<file path="config.mk">
export PLATFORM = sky130hd
export DESIGN_NAME = rr_srtf_process_scheduler_core_flat
export DESIGN_NICKNAME = d
export VERILOG_FILES = /design/src/sv/rrs_pkg.sv /design/src/sv/rrs_if.sv /design/src/sv/rrs_cell.sv /design/src/sv/rrs_ctrl.sv /design/src/sv/rr_srtf_process_scheduler_core.sv /design/src/flat_wrapper.sv
export VERILOG_INCLUDE_DIRS = /design/src /design/src/sv
export SDC_FILE = /design/constraint.sdc
export NUM_CORES = 1
export LEC_CHECK = 0
export BUFFER_PORTS_ARGS = -buffer_cell sky130_fd_sc_hd__buf_2
export CAP_MARGIN = 20
export CORE_MARGIN = 3
export CORE_UTILIZATION = 40
export CTS_CLUSTER_DIAMETER = 200
export DETAILED_ROUTE_END_ITERATION = 8
export GPL_ROUTABILITY_DRIVEN = 0
export GPL_TIMING_DRIVEN = 1
export PLACE_DENSITY_LB_ADDON = 0.3
export SYNTH_ARGS = -nofsm -noshare
export SYNTH_HDL_FRONTEND = slang
export SYNTH_SLANG_ARGS = --single-unit
</file>
<file path="constraint.sdc">
create_clock -name clk -period 10.6 [get_ports clk]
set_input_delay 1.59 -clock clk [delete_from_list [all_inputs] [get_ports clk]]
set_output_delay 1.59 -clock clk [all_outputs]
set_load 0.005 [all_outputs]
</file>
<file path="src/sv/rr_srtf_process_scheduler_core_macros.svh">
// Assertion macros used by the scheduler sequencer.
`ifndef RR_SRTF_PROCESS_SCHEDULER_CORE_MACROS_SVH
`define RR_SRTF_PROCESS_SCHEDULER_CORE_MACROS_SVH
`ifndef ASSERT_OFF
`define RRS_ASSERT(label, prop, msg) \
    label: assert property (@(posedge clk) disable iff (!rst_n) (prop)) else $error(msg);
`define RRS_ASSERT_NEXT(label, ante, cons, msg) \
    label: assert property (@(posedge clk) disable iff (!rst_n) (ante) |=> (cons)) \
        else $error(msg);
`else
`define RRS_ASSERT(label, prop, msg)
`define RRS_ASSERT_NEXT(label, ante, cons, msg)
`endif
`endif

</file>
<file path="src/sv/rrs_pkg.sv">
// Shared constants and types of the process scheduler.
package rrs_pkg;
    localparam int MAX_SLOTS_DEF  = 16;
    localparam int BURST_BITS_DEF = 16;

    localparam int SLOT_FW  = 4;
    localparam int LEFT_FW  = 16;
    localparam int CFG_DW   = 8;

    typedef logic [1:0] status_t;

    localparam status_t ST_EMPTY    = 2'd0;
    localparam status_t ST_READY    = 2'd1;
    localparam status_t ST_RUNNING  = 2'd2;
    localparam status_t ST_FINISHED = 2'd3;

    localparam logic CMD_TICK = 1'b0;
    localparam logic CMD_ADD  = 1'b1;

    localparam logic REG_POLICY  = 1'b0;
    localparam logic REG_QUANTUM = 1'b1;

    localparam logic POLICY_RR   = 1'b0;
    localparam logic POLICY_SRTF = 1'b1;

    localparam logic [CFG_DW-1:0] QUANTUM_RST = 8'd3;
endpackage

</file>
<file path="src/sv/rrs_if.sv">
// Input and result channel interfaces of the process scheduler.
interface rrs_in_if import rrs_pkg::*; ();
    logic        valid;
    logic        ready;
    logic        cmd;
    logic [15:0] burst_time;

    modport source (output valid, cmd, burst_time, input ready);
    modport sink (input valid, cmd, burst_time, output ready);
endinterface

interface rrs_out_if import rrs_pkg::*; ();
    logic               valid;
    logic               ready;
    logic [SLOT_FW-1:0] added_slot;
    logic               add_refused;
    logic               running_valid;
    logic [SLOT_FW-1:0] running_slot;
    logic [LEFT_FW-1:0] running_left;
    logic               finished_valid;
    logic [SLOT_FW-1:0] finished_slot;
    logic               switched;

    modport source (output valid, added_slot, add_refused, running_valid, running_slot,
                    running_left, finished_valid, finished_slot, switched, input ready);
    modport sink (input valid, added_slot, add_refused, running_valid, running_slot,
                  running_left, finished_valid, finished_slot, switched, output ready);
endinterface

</file>
<file path="src/sv/rrs_cell.sv">
// One slot cell of the rotating slot ring: status and remaining burst.
module rrs_cell import rrs_pkg::*; #(
    parameter int BURST_BITS = BURST_BITS_DEF
) (
    input  logic                  clk,
    input  logic                  rst_n,
    input  logic                  shift,
    input  status_t               in_status,
    input  logic [BURST_BITS-1:0] in_left,
    output status_t               status,
    output logic [BURST_BITS-1:0] left
);
    status_t               status_reg;
    logic [BURST_BITS-1:0] left_reg;

    always_ff @(posedge clk or negedge rst_n)
    begin
        if (!rst_n)
        begin
            status_reg <= ST_EMPTY;
        end
        else if (shift)
        begin
            status_reg <= in_status;
        end
    end

    always_ff @(posedge clk)
    begin
        if (shift)
        begin
            left_reg <= in_left;
        end
    end

    assign status = status_reg;
    assign left   = left_reg;
endmodule

</file>
<file path="src/sv/rrs_ctrl.sv">
// Scheduler sequencer: watches the head of the slot ring and drives its tail.
`include "rr_srtf_process_scheduler_core_macros.svh"
module rrs_ctrl import rrs_pkg::*; #(
    parameter int MAX_SLOTS  = MAX_SLOTS_DEF,
    parameter int BURST_BITS = BURST_BITS_DEF
) (
    input  logic                  clk,
    input  logic                  rst_n,
    rrs_in_if.sink                in_ch,
    rrs_out_if.source             out_ch,
    input  logic                  cfg_we,
    input  logic                  cfg_index,
    input  logic [CFG_DW-1:0]     cfg_data,
    output logic                  shift,
    input  status_t               head_status,
    input  logic [BURST_BITS-1:0] head_left,
    output status_t               tail_status,
    output logic [BURST_BITS-1:0] tail_left
);
    localparam int SW = (MAX_SLOTS > 1) ? $clog2(MAX_SLOTS) : 1;
    localparam int CW = $clog2(MAX_SLOTS + 1);

    localparam logic [2:0] S_IDLE = 3'd0;
    localparam logic [2:0] S_ADD  = 3'd1;
    localparam logic [2:0] S_SEL1 = 3'd2;
    localparam logic [2:0] S_CHG  = 3'd3;
    localparam logic [2:0] S_SEL2 = 3'd4;
    localparam logic [2:0] S_MARK = 3'd5;
    localparam logic [2:0] S_DONE = 3'd6;

    logic [2:0]            state_reg, state_next;
    logic [SW-1:0]         idx_reg, idx_next;
    logic                  policy_reg, policy_next;
    logic [CFG_DW-1:0]     quantum_reg, quantum_next;
    logic [CW-1:0]         count_reg, count_next;
    logic [SW-1:0]         rp_reg, rp_next;
    logic                  act_v_reg, act_v_next;
    logic [SW-1:0]         act_s_reg, act_s_next;
    logic [BURST_BITS-1:0] act_left_reg, act_left_next;
    logic [7:0]            slice_reg, slice_next;
    logic                  ret_reg, ret_next;
    logic [BURST_BITS-1:0] burst_reg, burst_next;
    logic                  hi_f_reg, hi_f_next;
    logic [SW-1:0]         hi_s_reg, hi_s_next;
    logic [BURST_BITS-1:0] hi_l_reg, hi_l_next;
    logic                  lo_f_reg, lo_f_next;
    logic [SW-1:0]         lo_s_reg, lo_s_next;
    logic [BURST_BITS-1:0] lo_l_reg, lo_l_next;
    logic [SW-1:0]         added_reg, added_next;
    logic                  refused_reg, refused_next;
    logic                  fin_v_reg, fin_v_next;
    logic [SW-1:0]         fin_s_reg, fin_s_next;
    logic                  sw_reg, sw_next;
    logic                  ov_reg, ov_next;
    logic [SLOT_FW-1:0]    o_added_reg, o_added_next;
    logic                  o_ref_reg, o_ref_next;
    logic                  o_rv_reg, o_rv_next;
    logic [SLOT_FW-1:0]    o_rs_reg, o_rs_next;
    logic [LEFT_FW-1:0]    o_rl_reg, o_rl_next;
    logic                  o_fv_reg, o_fv_next;
    logic [SLOT_FW-1:0]    o_fs_reg, o_fs_next;
    logic                  o_sw_reg, o_sw_next;

    logic is_last;
    logic at_act;
    logic in_fire;

    assign is_last = (idx_reg == SW'(MAX_SLOTS - 1));
    assign at_act  = (idx_reg == act_s_reg);
    assign in_ch.ready = (state_reg == S_IDLE);
    assign in_fire = in_ch.valid && in_ch.ready;

    always_comb
    begin
        status_t               eff;
        logic [BURST_BITS-1:0] newl;
        logic [7:0]            slice_inc;
        logic [SW-1:0]         pick;
        logic [BURST_BITS-1:0] pick_l;
        logic                  found;
        logic [CW-1:0]         cnt_inc;

        state_next    = state_reg;
        idx_next      = idx_reg;
        policy_next   = policy_reg;
        quantum_next  = quantum_reg;
        count_next    = count_reg;
        rp_next       = rp_reg;
        act_v_next    = act_v_reg;
        act_s_next    = act_s_reg;
        act_left_next = act_left_reg;
        slice_next    = slice_reg;
        ret_next      = ret_reg;
        burst_next    = burst_reg;
        hi_f_next     = hi_f_reg;
        hi_s_next     = hi_s_reg;
        hi_l_next     = hi_l_reg;
        lo_f_next     = lo_f_reg;
        lo_s_next     = lo_s_reg;
        lo_l_next     = lo_l_reg;
        added_next    = added_reg;
        refused_next  = refused_reg;
        fin_v_next    = fin_v_reg;
        fin_s_next    = fin_s_reg;
        sw_next       = sw_reg;
        ov_next       = ov_reg;
        o_added_next  = o_added_reg;
        o_ref_next    = o_ref_reg;
        o_rv_next     = o_rv_reg;
        o_rs_next     = o_rs_reg;
        o_rl_next     = o_rl_reg;
        o_fv_next     = o_fv_reg;
        o_fs_next     = o_fs_reg;
        o_sw_next     = o_sw_reg;
        shift         = 1'b0;
        tail_status   = head_status;
        tail_left     = head_left;
        eff           = head_status;
        newl          = '0;
        slice_inc     = (slice_reg == 8'hFF) ? slice_reg : slice_reg + 8'd1;
        pick          = '0;
        pick_l        = '0;
        found         = 1'b0;
        cnt_inc       = '0;

        if (out_ch.ready)
        begin
            ov_next = 1'b0;
        end

        if (cfg_we)
        begin
            case (cfg_index)
                REG_POLICY:  policy_next  = cfg_data[0];
                REG_QUANTUM: quantum_next = cfg_data;
                default:     policy_next  = policy_reg;
            endcase
        end

        // Every pass is one full turn of the ring, so it ends aligned again.
        if (state_reg != S_IDLE && state_reg != S_DONE)
        begin
            shift    = 1'b1;
            idx_next = is_last ? '0 : idx_reg + SW'(1);
        end

        case (state_reg)
            S_IDLE:
            begin
                if (in_ch.valid)
                begin
                    added_next   = '0;
                    refused_next = 1'b0;
                    fin_v_next   = 1'b0;
                    fin_s_next   = '0;
                    sw_next      = 1'b0;
                    hi_f_next    = 1'b0;
                    lo_f_next    = 1'b0;
                    burst_next   = BURST_BITS'(in_ch.burst_time);
                    if (in_ch.cmd == CMD_ADD)
                    begin
                        if (count_reg == CW'(MAX_SLOTS))
                        begin
                            refused_next = 1'b1;
                            state_next   = S_DONE;
                        end
                        else
                        begin
                            state_next = S_ADD;
                        end
                    end
                    else if (act_v_reg)
                    begin
                        state_next = S_CHG;
                    end
                    else
                    begin
                        ret_next   = 1'b0;
                        slice_next = '0;
                        state_next = S_SEL1;
                    end
                end
            end
            S_ADD:
            begin
                if (CW'(idx_reg) == count_reg)
                begin
                    tail_status = ST_READY;
                    tail_left   = burst_reg;
                end
                if (is_last)
                begin
                    added_next = SW'(count_reg);
                    count_next = count_reg + CW'(1);
                    state_next = S_DONE;
                end
            end
            S_SEL1, S_SEL2:
            begin
                // A returning process counts as ready again in this same scan.
                if (ret_reg && at_act && head_status == ST_RUNNING)
                begin
                    eff = ST_READY;
                end
                tail_status = eff;
                if (eff == ST_READY)
                begin
                    if (!lo_f_reg || (policy_reg == POLICY_SRTF && head_left < lo_l_reg))
                    begin
                        lo_f_next = 1'b1;
                        lo_s_next = idx_reg;
                        lo_l_next = head_left;
                    end
                    if (policy_reg == POLICY_RR && !hi_f_reg && idx_reg >= rp_reg)
                    begin
                        hi_f_next = 1'b1;
                        hi_s_next = idx_reg;
                        hi_l_next = head_left;
                    end
                end
                if (is_last)
                begin
                    found  = hi_f_next || lo_f_next;
                    pick   = hi_f_next ? hi_s_next : lo_s_next;
                    pick_l = hi_f_next ? hi_l_next : lo_l_next;
                    act_v_next    = found;
                    act_s_next    = found ? pick : '0;
                    act_left_next = pick_l;
                    sw_next       = sw_reg || ret_reg || found;
                    ret_next      = 1'b0;
                    if (found && policy_reg == POLICY_RR)
                    begin
                        cnt_inc = CW'(pick) + CW'(1);
                        rp_next = (cnt_inc == count_reg) ? '0 : SW'(cnt_inc);
                    end
                    hi_f_next = 1'b0;
                    lo_f_next = 1'b0;
                    if (!found)
                    begin
                        state_next = S_DONE;
                    end
                    else
                    begin
                        state_next = (state_reg == S_SEL1) ? S_CHG : S_MARK;
                    end
                end
            end
            S_CHG:
            begin
                if (at_act)
                begin
                    newl          = (head_left == '0) ? '0 : head_left - BURST_BITS'(1);
                    tail_left     = newl;
                    tail_status   = (newl == '0) ? ST_FINISHED : ST_RUNNING;
                    act_left_next = newl;
                end
                else if (head_status == ST_READY && (!lo_f_reg || head_left < lo_l_reg))
                begin
                    lo_f_next = 1'b1;
                    lo_l_next = head_left;
                end
                if (is_last)
                begin
                    hi_f_next = 1'b0;
                    if (act_left_next == '0)
                    begin
                        fin_v_next    = 1'b1;
                        fin_s_next    = act_s_reg;
                        act_v_next    = 1'b0;
                        act_s_next    = '0;
                        slice_next    = '0;
                        ret_next      = 1'b0;
                        lo_f_next     = 1'b0;
                        state_next    = S_SEL2;
                    end
                    else if (policy_reg == POLICY_RR)
                    begin
                        lo_f_next = 1'b0;
                        if (slice_inc >= quantum_reg)
                        begin
                            slice_next = '0;
                            ret_next   = 1'b1;
                            state_next = S_SEL2;
                        end
                        else
                        begin
                            slice_next = slice_inc;
                            state_next = S_DONE;
                        end
                    end
                    else
                    begin
                        slice_next = slice_inc;
                        if (lo_f_next && lo_l_next < act_left_next)
                        begin
                            ret_next   = 1'b1;
                            state_next = S_SEL2;
                        end
                        else
                        begin
                            state_next = S_DONE;
                        end
                        lo_f_next  = 1'b0;
                    end
                end
            end
            S_MARK:
            begin
                if (at_act)
                begin
                    tail_status = ST_RUNNING;
                end
                if (is_last)
                begin
                    state_next = S_DONE;
                end
            end
            S_DONE:
            begin
                if (!ov_reg || out_ch.ready)
                begin
                    ov_next      = 1'b1;
                    o_added_next = SLOT_FW'(added_reg);
                    o_ref_next   = refused_reg;
                    o_rv_next    = act_v_reg;
                    o_rs_next    = act_v_reg ? SLOT_FW'(act_s_reg) : '0;
                    o_rl_next    = act_v_reg ? LEFT_FW'(act_left_reg) : '0;
                    o_fv_next    = fin_v_reg;
                    o_fs_next    = SLOT_FW'(fin_s_reg);
                    o_sw_next    = sw_reg;
                    state_next   = S_IDLE;
                end
            end
            default:
            begin
                state_next = S_IDLE;
            end
        endcase
    end

    always_ff @(posedge clk or negedge rst_n)
    begin
        if (!rst_n)
        begin
            state_reg   <= S_IDLE;
            idx_reg     <= '0;
            policy_reg  <= POLICY_RR;
            quantum_reg <= QUANTUM_RST;
            count_reg   <= '0;
            rp_reg      <= '0;
            act_v_reg   <= 1'b0;
            act_s_reg   <= '0;
            slice_reg   <= '0;
            ret_reg     <= 1'b0;
            hi_f_reg    <= 1'b0;
            lo_f_reg    <= 1'b0;
            ov_reg      <= 1'b0;
        end
        else
        begin
            state_reg   <= state_next;
            idx_reg     <= idx_next;
            policy_reg  <= policy_next;
            quantum_reg <= quantum_next;
            count_reg   <= count_next;
            rp_reg      <= rp_next;
            act_v_reg   <= act_v_next;
            act_s_reg   <= act_s_next;
            slice_reg   <= slice_next;
            ret_reg     <= ret_next;
            hi_f_reg    <= hi_f_next;
            lo_f_reg    <= lo_f_next;
            ov_reg      <= ov_next;
        end
    end

    always_ff @(posedge clk)
    begin
        act_left_reg <= act_left_next;
        burst_reg    <= burst_next;
        hi_s_reg     <= hi_s_next;
        hi_l_reg     <= hi_l_next;
        lo_s_reg     <= lo_s_next;
        lo_l_reg     <= lo_l_next;
        added_reg    <= added_next;
        refused_reg  <= refused_next;
        fin_v_reg    <= fin_v_next;
        fin_s_reg    <= fin_s_next;
        sw_reg       <= sw_next;
        o_added_reg  <= o_added_next;
        o_ref_reg    <= o_ref_next;
        o_rv_reg     <= o_rv_next;
        o_rs_reg     <= o_rs_next;
        o_rl_reg     <= o_rl_next;
        o_fv_reg     <= o_fv_next;
        o_fs_reg     <= o_fs_next;
        o_sw_reg     <= o_sw_next;
    end

    assign out_ch.valid          = ov_reg;
    assign out_ch.added_slot     = o_added_reg;
    assign out_ch.add_refused    = o_ref_reg;
    assign out_ch.running_valid  = o_rv_reg;
    assign out_ch.running_slot   = o_rs_reg;
    assign out_ch.running_left   = o_rl_reg;
    assign out_ch.finished_valid = o_fv_reg;
    assign out_ch.finished_slot  = o_fs_reg;
    assign out_ch.switched       = o_sw_reg;

    `RRS_ASSERT(a_count_range, count_reg <= CW'(MAX_SLOTS), "slot count beyond table size")
    `RRS_ASSERT(a_ring_aligned, (state_reg != S_IDLE) || (idx_reg == '0), "ring misaligned at rest")
    `RRS_ASSERT(a_idle_slot_zero, act_v_reg || (act_s_reg == '0), "idle active slot not cleared")
    `RRS_ASSERT(a_pointer_range, (CW'(rp_reg) < count_reg) || (rp_reg == '0), "bad rotate pointer")
    `RRS_ASSERT_NEXT(a_accept_busy, in_fire, state_reg != S_IDLE, "accept did not start work")
endmodule

</file>
<file path="src/sv/rr_srtf_process_scheduler_core.sv">
// Top level of the round robin / SRTF process scheduler: slot ring and sequencer.
//
//   channel   direction  payload
//   in_ch     in         cmd, burst_time
//   out_ch    out        added_slot, add_refused, running_*, finished_*, switched
//   cfg_*     in         write enable, register index, 8-bit data
//
// Slot state lives in a ring of MAX_SLOTS cells that turns one slot per cycle
// during a pass. An add takes one turn; a tick takes one turn per pass, up to
// four passes (select, charge, reselect, mark). A refused add skips the ring.
// Reset clears all slot status at once.
// A finished item waits in the result register while the next item is taken.
module rr_srtf_process_scheduler_core import rrs_pkg::*; #(
    parameter int MAX_SLOTS  = MAX_SLOTS_DEF,
    parameter int BURST_BITS = BURST_BITS_DEF
) (
    input  logic              clk,
    input  logic              rst_n,
    rrs_in_if.sink            in_ch,
    rrs_out_if.source         out_ch,
    input  logic              cfg_we,
    input  logic              cfg_index,
    input  logic [CFG_DW-1:0] cfg_data
);
    logic                  shift;
    status_t               tail_status;
    logic [BURST_BITS-1:0] tail_left;
    status_t               ring_status [MAX_SLOTS];
    logic [BURST_BITS-1:0] ring_left [MAX_SLOTS];

    rrs_ctrl #(
        .MAX_SLOTS  (MAX_SLOTS),
        .BURST_BITS (BURST_BITS)
    ) u_ctrl (
        .clk         (clk),
        .rst_n       (rst_n),
        .in_ch       (in_ch),
        .out_ch      (out_ch),
        .cfg_we      (cfg_we),
        .cfg_index   (cfg_index),
        .cfg_data    (cfg_data),
        .shift       (shift),
        .head_status (ring_status[0]),
        .head_left   (ring_left[0]),
        .tail_status (tail_status),
        .tail_left   (tail_left)
    );

    for (genvar i = 0; i < MAX_SLOTS; i++)
    begin : g_cell
        if (i == MAX_SLOTS - 1)
        begin : g_tail
            rrs_cell #(.BURST_BITS(BURST_BITS)) u_cell (
                .clk       (clk),
                .rst_n     (rst_n),
                .shift     (shift),
                .in_status (tail_status),
                .in_left   (tail_left),
                .status    (ring_status[i]),
                .left      (ring_left[i])
            );
        end
        else
        begin : g_mid
            rrs_cell #(.BURST_BITS(BURST_BITS)) u_cell (
                .clk       (clk),
                .rst_n     (rst_n),
                .shift     (shift),
                .in_status (ring_status[i+1]),
                .in_left   (ring_left[i+1]),
                .status    (ring_status[i]),
                .left      (ring_left[i])
            );
        end
    end
endmodule

</file>
<file path="src/flat_wrapper.sv">
// flat-port wrapper written by rule: the top's interface ports become plain ports
module rr_srtf_process_scheduler_core_flat import rrs_pkg::*;
#(
    parameter int MAX_SLOTS  = MAX_SLOTS_DEF,
    parameter int BURST_BITS = BURST_BITS_DEF
)
  (clk, rst_n, cfg_we, cfg_index, cfg_data, in_ch_valid, in_ch_cmd, in_ch_burst_time, in_ch_ready, out_ch_valid, out_ch_added_slot, out_ch_add_refused, out_ch_running_valid, out_ch_running_slot, out_ch_running_left, out_ch_finished_valid, out_ch_finished_slot, out_ch_switched, out_ch_ready);
  rrs_in_if in_ch_i ();
  rrs_out_if out_ch_i ();
  input  logic clk;
  input  logic rst_n;
  input  logic cfg_we;
  input  logic cfg_index;
  input  logic [CFG_DW-1:0] cfg_data;
  input wire logic [$bits(in_ch_i.valid)-1:0] in_ch_valid;
  input wire logic [$bits(in_ch_i.cmd)-1:0] in_ch_cmd;
  input wire logic [$bits(in_ch_i.burst_time)-1:0] in_ch_burst_time;
  output wire logic [$bits(in_ch_i.ready)-1:0] in_ch_ready;
  output wire logic [$bits(out_ch_i.valid)-1:0] out_ch_valid;
  output wire logic [$bits(out_ch_i.added_slot)-1:0] out_ch_added_slot;
  output wire logic [$bits(out_ch_i.add_refused)-1:0] out_ch_add_refused;
  output wire logic [$bits(out_ch_i.running_valid)-1:0] out_ch_running_valid;
  output wire logic [$bits(out_ch_i.running_slot)-1:0] out_ch_running_slot;
  output wire logic [$bits(out_ch_i.running_left)-1:0] out_ch_running_left;
  output wire logic [$bits(out_ch_i.finished_valid)-1:0] out_ch_finished_valid;
  output wire logic [$bits(out_ch_i.finished_slot)-1:0] out_ch_finished_slot;
  output wire logic [$bits(out_ch_i.switched)-1:0] out_ch_switched;
  input wire logic [$bits(out_ch_i.ready)-1:0] out_ch_ready;
  assign in_ch_i.valid = in_ch_valid;
  assign in_ch_i.cmd = in_ch_cmd;
  assign in_ch_i.burst_time = in_ch_burst_time;
  assign in_ch_ready = in_ch_i.ready;
  assign out_ch_valid = out_ch_i.valid;
  assign out_ch_added_slot = out_ch_i.added_slot;
  assign out_ch_add_refused = out_ch_i.add_refused;
  assign out_ch_running_valid = out_ch_i.running_valid;
  assign out_ch_running_slot = out_ch_i.running_slot;
  assign out_ch_running_left = out_ch_i.running_left;
  assign out_ch_finished_valid = out_ch_i.finished_valid;
  assign out_ch_finished_slot = out_ch_i.finished_slot;
  assign out_ch_switched = out_ch_i.switched;
  assign out_ch_i.ready = out_ch_ready;
  rr_srtf_process_scheduler_core #(.MAX_SLOTS(MAX_SLOTS), .BURST_BITS(BURST_BITS)) u_core (.clk(clk), .rst_n(rst_n), .in_ch(in_ch_i), .out_ch(out_ch_i), .cfg_we(cfg_we), .cfg_index(cfg_index), .cfg_data(cfg_data));
endmodule
</file>
==> flow_summary.ini <==
[status]
run_status = finished, final reports clean

[pwr]
share_clk_of_total_power_pct = 22.3
leakage_uw = 0.007914
seq_power_share_pct = 49.2
intPower_uw = 4794
netSwitchingPower_uw = 2492
power_frac_comb_pct = 28.5
p_sw_share_pct = 34.20
worst_voltage_drop_across_the_vdd_grid_uv = 377.6
pwr_density_cell_nw_per_um2 = 349.6

[cells_and_area]
drive_above_1_share_pct = 15.13
nets = 1461
final_core_util_pct = 46.62
insertedDiodeCount = 0
post-route-cell-area_um2 = 20840
flip_flop_count_of_the_largest_register_after_layout = 240
flow.area_growth_from_synthesis_pct = 13.67

[worst_setup_path]
critPathKind = flip-flop to flip-flop
worst_setup_ep_type = flip-flop
r2r-end = u_core.u_ctrl.state_reg[1]
cp_data_required_time_ps = 11080
arrival_ps = 5420
setup.worst_path.start_class = flip-flop
crit_fanout = 30
crit_path_start = u_core.g_cell[0].g_mid.u_cell.left[3]
regToRegSetupSlack_ps = 5650
timing.critical_path.to = u_core.u_ctrl.state_reg[1]
timing.reg2reg.worst_path_depth = 18
timing.rr.start = u_core.g_cell[0].g_mid.u_cell.left[3]

[place]
place.port_buffers = 64
hpwlAfterDp_um = 24040
dpl_cell_area_um2 = 19300

[sta]
relSlewSlack_pct = 22.37
final-max-slew-violation-count = 0
timing.clock.skew_ps = 27.23
rsz0062_at_grt = false
timing.final.crit_share_pct = 46.67
finalCriticalPeriod_ps = 4947
hold_violations = 0
final_setup_viols = 0
maximum_clock_rate_mhz = 202.1
worst_slew_pin_slew_ps = 1164
tns_ps = 0

[detailed_routing]
m1_wl_um = 17260
drt-wirelength-per-cell_um = 18.36
route.detailed.vias_per_inst = 5.282
num_vias = 10600
number_of_detailed_routing_iterations_run_before_antenna_repair = 5
top_layer = met5
first_iter_violations = 884
met2RoutedLength_um = 16010
wire_length_after_detailed_routing_um = 36830
met3_length_um = 2605
drc = 0
antenna_left = 0

[min_path]
hold_path.class = flip-flop to flip-flop

[yosys]
yosysWarnings = 0
synth-seq-area-share_pct = 70.87
synth.ff_latch_count = 445
synth_enable_flop_cells = 371
synthesis.instances = 1315
top_reg_cell_synth = sky130_fd_sc_hd__edfxtp_1
synth.net_count = 1394
post_synth_instance_area_um2 = 18340
proportion_of_synthesized_flip_flops_having_asynchronous_set_or_reset_pct = 16.63
yosys.cell_types.count = 78
synth_top_cell_by_area = sky130_fd_sc_hd__edfxtp_1
netlist.area_leader.share_pct = 60.76
synth_area_per_cell_um2 = 13.94
synthTopCellsByArea = sky130_fd_sc_hd__edfxtp_1 61%, sky130_fd_sc_hd__dfrtp_1 9.8%, sky130_fd_sc_hd__nand2_1 3.5%

[clock_network]
clock_tree.root_cell = sky130_fd_sc_hd__clkbuf_16
number_of_buffers_on_the_longest_clock_path = 3
post_cts_buffers = 0
ctsResizeCount = 0
tritoncts.num_buffers = 47
clkSinkCount = 445
insertion_delay_to_the_later_sink_of_the_worst_skew_pair_ps = 590
holdBufCountCts = 0
ctsHtreeMaxLevel = 2
clk_pin_slew_ps = 60
tritoncts = yes

[flow_run]
maxCapViolations = 0

[global_route]
grt_start_max_net_pins = 208
grt_use_total_pct = 15.33
grt_first_pass_wirelength_um = 57740
grt_antenna_before_repair = 1
grt_pass1_vias = 10140
global_route.overflow_total = 0

[floorplanning]
io_pins = 65
floorplan_die_area_um2 = 48450
die_h_um = 220.1
initial_utilization_pct = 41.02
die_width_um = 220.1
area_of_the_core_um2 = 44700
core.rowCount = 77
-- routing by layer --
metal	GRT usage [%]	up-vias
met1	22.58	5193
met3	3.806	71
met5	0	-
met4	5.087	2
met2	22.34	301
li1	-	5028
-- logic make-up (layout without fill, tap and decap cells) --
group | after synthesis | after routing | synth area share [%]
AOI/OAI and AO/OA | 242 | 242 | 8.618
adders and majority gates | 48 | 48 | 3.275
xor gates and xnor gates | 30 | 30 | 1.508
buffers and inverters | 110 | 209 | 2.334
muxes | 55 | 55 | 3.316
and+or+nand+nor | 385 | 385 | 10.08
DFF | 445 | 445 | 70.87
-- stage by stage --
step	power, uW	setup WS [ps]	instances	hold WS (ps)
global route	7753	5224	2006	418.2
CTS	7339	5733	2005	412.5
detailed placement	5675	5735	1924	404.5
global placement	5601	5859	1924	400.6
floorplan	5046	1656	1315	400.3
finish	7286	5653	2006	408.5
-- critical path, cell delays in order (launching register included) --
cell	delay, ps
sky130_fd_sc_hd__edfxtp_1	580
sky130_fd_sc_hd__ha_1	310
sky130_fd_sc_hd__a2111o_1	380
sky130_fd_sc_hd__a311oi_1	450
sky130_fd_sc_hd__o21ai_1	180
sky130_fd_sc_hd__a21oi_2	250
sky130_fd_sc_hd__buf_4	320
sky130_fd_sc_hd__o21ai_0	130
sky130_fd_sc_hd__ha_1	340
sky130_fd_sc_hd__a21o_1	190
sky130_fd_sc_hd__a21o_1	170
sky130_fd_sc_hd__a21o_1	170
sky130_fd_sc_hd__a21o_1	160
sky130_fd_sc_hd__a21oi_1	140
sky130_fd_sc_hd__o21ai_0	140
sky130_fd_sc_hd__a2111oi_0	440
sky130_fd_sc_hd__a211o_1	250
sky130_fd_sc_hd__nor2_1	50
sky130_fd_sc_hd__o22a_1	200
-- placed cells by master (no fill, tap or decap), drive strengths merged, types with 3 or more instances in the layout --
cell type / count
nor4b: 3
a22oi: 15
mux2i: 9
nand4: 13
xor2: 9
or2: 3
inv: 52
nor4: 7
o21ai: 82
nor3: 23
dfrtp: 72
bufinv: 6
o21a: 4
a211oi: 6
clkbuf: 53
mux2: 46
o31ai: 11
o22ai: 3
nand3: 21
o211ai: 31
nor2b: 4
a31oi: 7
xnor2: 20
edfxtp: 371
clkinvlp: 4
clkinv: 13
buf: 81
nand2b: 16
nand2: 170
a21oi: 41
nand3b: 6
a21o: 10
and2: 27
ha: 48
and3: 7
nor2: 68
or4: 4
-- worst min-delay path by stage --
stage / startpoint / slack [ps] / cells after the start / endpoint
2_1_floorplan: u_core.g_cell[1].g_mid.u_cell.left[0] / 400 / 0 / u_core.g_cell[0].g_mid.u_cell.left[0]
3_3_place_gp: u_core.g_cell[11].g_mid.u_cell.left[6] / 400 / 0 / u_core.g_cell[10].g_mid.u_cell.left[6]
3_5_place_dp: u_core.g_cell[1].g_mid.u_cell.left[1] / 400 / 0 / u_core.g_cell[0].g_mid.u_cell.left[1]
4_1_cts: u_core.g_cell[5].g_mid.u_cell.left[14] / 410 / 0 / u_core.g_cell[4].g_mid.u_cell.left[14]
5_1_grt: u_core.g_cell[8].g_mid.u_cell.left[1] / 420 / 0 / u_core.g_cell[7].g_mid.u_cell.left[1]
6_report: u_core.g_cell[1].g_mid.u_cell.left[0] / 410 / 0 / u_core.g_cell[0].g_mid.u_cell.left[0]
-- final cells by class --
class	count	area [um^2]
Clock inverter	28	334.1
Tap cell	592	740.7
Timing Repair Buffer	81	466.7
Inverter	47	183.9
Fill cell	3942	23860
Multi-Input combinational cell	760	4923
Clock buffer	53	1199
Sequential cell	445	13000
-- cells in the mapped netlist (11+ instances only) --
master,n
sky130_fd_sc_hd__ha_1,48
sky130_fd_sc_hd__nand4_1,13
sky130_fd_sc_hd__o211ai_1,31
sky130_fd_sc_hd__inv_1,46
sky130_fd_sc_hd__xnor2_1,20
sky130_fd_sc_hd__nand2_1,170
sky130_fd_sc_hd__edfxtp_1,371
sky130_fd_sc_hd__clkbuf_1,45
sky130_fd_sc_hd__dfrtp_1,72
sky130_fd_sc_hd__nor2_1,68
sky130_fd_sc_hd__o31ai_1,11
sky130_fd_sc_hd__nor3_1,23
sky130_fd_sc_hd__a22oi_1,15
sky130_fd_sc_hd__o21ai_0,79
sky130_fd_sc_hd__nand2b_1,16
sky130_fd_sc_hd__a21oi_1,40
sky130_fd_sc_hd__mux2_2,46
sky130_fd_sc_hd__nand3_1,21
sky130_fd_sc_hd__and2_1,27
-- power groups by stage --
stage	clock, uW	sequential, uW	combinational, uW
6_report	1630	3580	2080
5_1_grt	1750	3680	2330
4_1_cts	1680	3590	2070
3_3_place_gp	0	3570	2030
3_5_place_dp	0	3610	2070
2_1_floorplan	0	3510	1540
Note: power is estimated with default switching activity, not from simulation.
